[config.mk]
export PLATFORM = sky130hd
export DESIGN_NAME = smeu_div
export DESIGN_NICKNAME = d
export VERILOG_FILES = /design/src/hdl/smeu_pkg.sv /design/src/hdl/smeu_div.sv
export SDC_FILE = /design/constraint.sdc
export NUM_CORES = 1
export LEC_CHECK = 0
export CAP_MARGIN = 15
export CORE_ASPECT_RATIO = 1.1
export CORE_MARGIN = 3
export CORE_UTILIZATION = 43
export DETAILED_ROUTE_END_ITERATION = 8
export DONT_BUFFER_PORTS = 1
export SYNTH_ARGS = -nofsm -noshare
export SYNTH_HDL_FRONTEND = slang
export SYNTH_SLANG_ARGS = --single-unit
[constraint.sdc]
create_clock -name clk -period 3.26 [get_ports clk]
set_clock_uncertainty 0.1 [all_clocks]
set_input_delay 0 -clock clk [delete_from_list [all_inputs] [get_ports clk]]
set_output_delay 0 -clock clk [all_outputs]
set_load 0.02 [all_outputs]
[src/hdl/smeu_pkg.sv]
// Shared constants, codes and state type of the stack machine execute unit.
package smeu_pkg;

	localparam int DATA_DEPTH    = 1024;
	localparam int STACK_DEPTH   = 256;
	localparam int RETURN_DEPTH  = 64;
	localparam int PROGRAM_DEPTH = 4096;

	localparam int WORD_W  = 32;
	localparam int PC_W    = $clog2(PROGRAM_DEPTH);
	localparam int DATA_AW = $clog2(DATA_DEPTH);
	localparam int DU_W    = $clog2(DATA_DEPTH + 1);
	localparam int SP_AW   = $clog2(STACK_DEPTH);
	localparam int SC_W    = $clog2(STACK_DEPTH + 1);
	localparam int RS_AW   = $clog2(RETURN_DEPTH);
	localparam int RC_W    = $clog2(RETURN_DEPTH + 1);
	localparam int AX_W    = WORD_W + 2;

	localparam logic [WORD_W-1:0] FILL_WORD = WORD_W'(69);

	typedef enum logic [4:0] {
		OP_NOP         = 5'd0,
		OP_START       = 5'd1,
		OP_SUB         = 5'd2,
		OP_JUMP        = 5'd3,
		OP_JZ          = 5'd4,
		OP_JNZ         = 5'd5,
		OP_CALL        = 5'd6,
		OP_RET         = 5'd7,
		OP_PUSH_SCALAR = 5'd8,
		OP_PUSH_ARRAY  = 5'd9,
		OP_PUSH_IMM    = 5'd10,
		OP_POP         = 5'd11,
		OP_POP_SCALAR  = 5'd12,
		OP_POP_ARRAY   = 5'd13,
		OP_DUP         = 5'd14,
		OP_SWAP        = 5'd15,
		OP_ADD         = 5'd16,
		OP_NEG         = 5'd17,
		OP_MUL         = 5'd18,
		OP_DIV         = 5'd19,
		OP_PRINT_TOP   = 5'd20,
		OP_PRINT_STR   = 5'd21
	} op_t;

	typedef enum logic [1:0] {
		ERR_NONE     = 2'd0,
		ERR_EMPTY    = 2'd1,
		ERR_DIV0     = 2'd2,
		ERR_OVERFLOW = 2'd3
	} err_t;

	typedef enum logic [1:0] {
		PK_NONE   = 2'd0,
		PK_VALUE  = 2'd1,
		PK_STRING = 2'd2
	} kind_t;

	typedef enum logic [3:0] {
		ST_IDLE,
		ST_RD_TOP,
		ST_RD_NXT,
		ST_ADDR,
		ST_EXEC,
		ST_SWAP,
		ST_FILL,
		ST_DIV,
		ST_DONE
	} state_t;

endpackage

[src/hdl/smeu_div.sv]
// Iterative signed divider, one quotient bit per cycle, truncating toward zero.
module smeu_div (
	input  logic                        clk,
	input  logic                        arst_n,
	input  logic                        start,
	input  logic [smeu_pkg::WORD_W-1:0] dividend,
	input  logic [smeu_pkg::WORD_W-1:0] divisor,
	output logic                        done,
	output logic [smeu_pkg::WORD_W-1:0] quotient
);

	localparam int W   = smeu_pkg::WORD_W;
	localparam int CW  = $clog2(W + 1);

	logic          busy_q;
	logic [CW-1:0] cnt_q;
	logic          neg_q;
	logic [W-1:0]  rem_q;
	logic [W-1:0]  quo_q;
	logic [W-1:0]  den_q;
	logic [W:0]    rem_sh;
	logic [W:0]    diff;

	assign rem_sh   = {rem_q, quo_q[W-1]};
	assign diff     = rem_sh - {1'b0, den_q};
	assign done     = busy_q && (cnt_q == '0);
	assign quotient = neg_q ? (W'(0) - quo_q) : quo_q;

	always_ff @(posedge clk or negedge arst_n) begin
		if (!arst_n) begin
			busy_q <= 1'b0;
			cnt_q  <= '0;
		end else if (start) begin
			busy_q <= 1'b1;
			cnt_q  <= CW'(W);
		end else if (busy_q) begin
			if (cnt_q == '0) begin
				busy_q <= 1'b0;
			end else begin
				cnt_q <= cnt_q - CW'(1);
			end
		end
	end

	always_ff @(posedge clk) begin
		if (start) begin
			neg_q <= dividend[W-1] ^ divisor[W-1];
			rem_q <= '0;
			quo_q <= dividend[W-1] ? (W'(0) - dividend) : dividend;
			den_q <= divisor[W-1] ? (W'(0) - divisor) : divisor;
		end else if (busy_q && (cnt_q != '0)) begin
			if (!diff[W]) begin
				rem_q <= diff[W-1:0];
				quo_q <= {quo_q[W-2:0], 1'b1};
			end else begin
				rem_q <= rem_sh[W-1:0];
				quo_q <= {quo_q[W-2:0], 1'b0};
			end
		end
	end

endmodule

==> results.json <==
{
  "synth_area_leaders": "edfxtp_1 (25%), xnor2_1 (9.1%), dfxtp_1 (8.1%)",
  "io_buffers": 0,
  "ctsLongestPathBuffers": 2,
  "numCtsBuffers": 9,
  "fmax_mhz": 281,
  "setup_viol": 9,
  "ys_ff_latch": 104,
  "track_usage": 0.193,
  "cts_root_buf": "clkbuf_16",
  "critPathLaunchType": "flip-flop",
  "synth-async-reset-ratio": 0.0673,
  "clock_sinks": 104,
  "drt-initial-drc-count": 455,
  "min_to": "den_q[5]",
  "syn_avg_cell_area_um2": 8.86,
  "synthTopCellsByCount": "xnor2_1 (82), nor2_1 (80), edfxtp_1 (65)",
  "path_class": "reg -> out",
  "start_util": 0.442,
  "failed_checks": "hold timing, setup timing",
  "grt_pass1_wl_um": 32000,
  "cap_violations": 0,
  "max-vdd-ir-drop_mv": 0.337,
  "ff2ff_setup_slack_ps": 120,
  "routed_wl_um": 19800,
  "vias_per_cell": 5.49,
  "cp.required_ps": 3160,
  "whs_path_depth": 4,
  "r2r-end": "rem_q[9]",
  "grt_pass1_vias": 6706,
  "drv_slew": 0,
  "final_antenna_net_count": 0,
  "clock_latency_ps": 360,
  "yosysTopAreaCellShare": 0.248,
  "hp-start": "divisor[4]",
  "htree_levels": 3,
  "gp_congestion": 0.844,
  "power_mw": 6.57,
  "ioPinCount": 100,
  "rr_worst_depth": 14,
  "antenna_cells": 0,
  "ys_warn_count": 0,
  "layout-drive-gt1-share": 0.132,
  "areaGrowthSynthToFinish_pct": 27.2,
  "worst_ep_arrival_time_ps": 3460,
  "synth_nets": 992,
  "postSynthCellCount": 887,
  "place_ws_ps": 19.2,
  "critPathMaxFanout": 3,
  "first_pass_iters": 6,
  "grt_overflow": 0,
  "synth-edff-count": 65,
  "cts_tree": "yes",
  "leakage_nw": 3.93,
  "fin_crit_sh": 1.09,
  "outcome": "complete, but fails checks",
  "synth_flop_cell": "edfxtp_1",
  "whs_ps": -3.62,
  "relSlewSlack": 0.166,
  "drcViolationCount": 0,
  "num_vias": 6832,
  "syn_area_um2": 7860,
  "hpwl_um": 13000,
  "path_clk_slew_ps": 80,
  "fin_ws_ps": -299,
  "synthDistinctLibCells": 59,
  "layout_min_cycle_time_ps": 3560,
  "core_um2": 17800,
  "fin_nets": 1106,
  "die-area_um2": 19900,
  "synth_most_common_cell": "xnor2_1",
  "reg2reg_from": "den_q[0]",
  "yosys.area.top_type": "edfxtp_1",
  "rows": 51,
  "die_y_um": 148,
  "tightest_slew_ps": 1250,
  "grt_max_degree": 134,
  "post_drt_wl_per_cell_um": 15.9,
  "die_w_um": 135,
  "hold_class": "in -> reg",
  "hold_viol": 1,
  "endpoint_kind": "primary output",
  "antenna_found_initial": 0,
  "ys_seq_area_frac": 0.352,
  "p_per_area_nw_per_um2": 657,
  "rsz0062_at_grt": "true"
}
repair_timing:
action	CTS	global route
hold buffers	91	1
buffers inserted	5	17
gates resized for setup	14	44
hold endpoints to repair	144	1
pin swaps	1	27
gates cloned	0	1
setup endpoints to repair	13	46
area by class of cell:
type | instances | area, um2
Inverter | 53 | 199
Sequential cell | 104 | 2770
Clock inverter | 6 | 66.3
Tap cell | 238 | 298
Timing Repair Buffer | 147 | 1390
Fill cell | 1568 | 7800
Multi-Input combinational cell | 686 | 5050
Clock buffer | 10 | 229
cell families (layout without fill, tap and decap cells):
| group | Yosys count | after routing | share of synthesized area |
|---|---|---|---|
| AND/OR/NAND/NOR | 259 | 259 | 0.163 |
| AO/OA/AOI/OAI | 237 | 237 | 0.200 |
| XOR/XNOR | 120 | 120 | 0.134 |
| flip-flops | 104 | 104 | 0.352 |
| buffers and inverters | 97 | 216 | 0.0479 |
| adder cells (fa/ha/maj) | 38 | 38 | 0.0614 |
| multiplexers | 32 | 32 | 0.0415 |
through the flow:
step | util | hold WS [ps] | std cells | setup TNS (ps) | instance area (um2)
2_1_floorplan | - | -396 | 887 | 0 | 7860
3_3_place_gp | 0.463 | -395 | 1113 | 0 | 8250
3_5_place_dp | 0.463 | -395 | 1113 | 0 | 8250
4_1_cts | 0.538 | 1.20 | 1225 | -992 | 9580
5_1_grt | 0.562 | 23.4 | 1244 | -2020 | 10000
6_report | 0.562 | -3.62 | 1244 | -1390 | 10000
flip-flops by register name, summed over array words and instances (netlist names):
signal,count
busy_q,1
neg_q,1
den_q,32
rem_q,32
cnt_q,6
quo_q,32
where the power goes:
group / internal, mW / total [mW] / switching [mW]
registers: 1.77 / 2.09 / 0.316
logic: 1.54 / 3.37 / 1.83
clock network: 0.601 / 1.11 / 0.513
total: 3.91 / 6.57 / 2.66
layout by cell type, fill, tap and decap left out, types with 6 or more instances in the layout:
cell	instances
a211oi_1	28
a21o_1	15
a21oi_1	60
and3_1	6
buf_4	52
clkbuf_16	10
dfrtp_1	7
dfxtp_1	32
dlygate4sd3_1	91
edfxtp_1	65
ha_1	36
inv_1	53
mux2i_1	26
nand2_1	63
nand2b_1	18
nand3_1	10
nand4_1	6
nor2_1	79
nor3_1	11
o211ai_1	8
o21ai_0	41
o21bai_1	6
o31ai_1	25
o41ai_1	10
or3_1	16
or3_4	6
or4_1	9
xnor2_1	74
xnor2_2	6
xor2_1	38
critical path, cell delays in order (launching register included):
cell      delay [ps]
edfxtp_1         410
or4_4            550
or3_4            340
or2_1            250
or3_4            350
or3_4            350
or3_4            380
o31ai_4          260
xnor2_2          200
layer usage:
metal | wire length (um) | vias to the layer above | GRT usage
li1 | - | 3441 | -
met1 | 8870 | 3218 | 0.254
met2 | 9760 | 160 | 0.330
met3 | 874 | 13 | 0.0279
met4 | 250 | 0 | 0.0549
met5 | 0 | - | 0
worst max path at each step:
stage / from / endpoint
final: quo_q[10] / quotient[29]
after global routing: quo_q[10] / quotient[29]
after CTS: quo_q[10] / quotient[29]
after detailed placement: quo_q[31] / rem_q[4]
after global placement: den_q[1] / rem_q[31]
after floorplan: quo_q[31] / rem_q[24]
(Power assumes the default switching activity.)
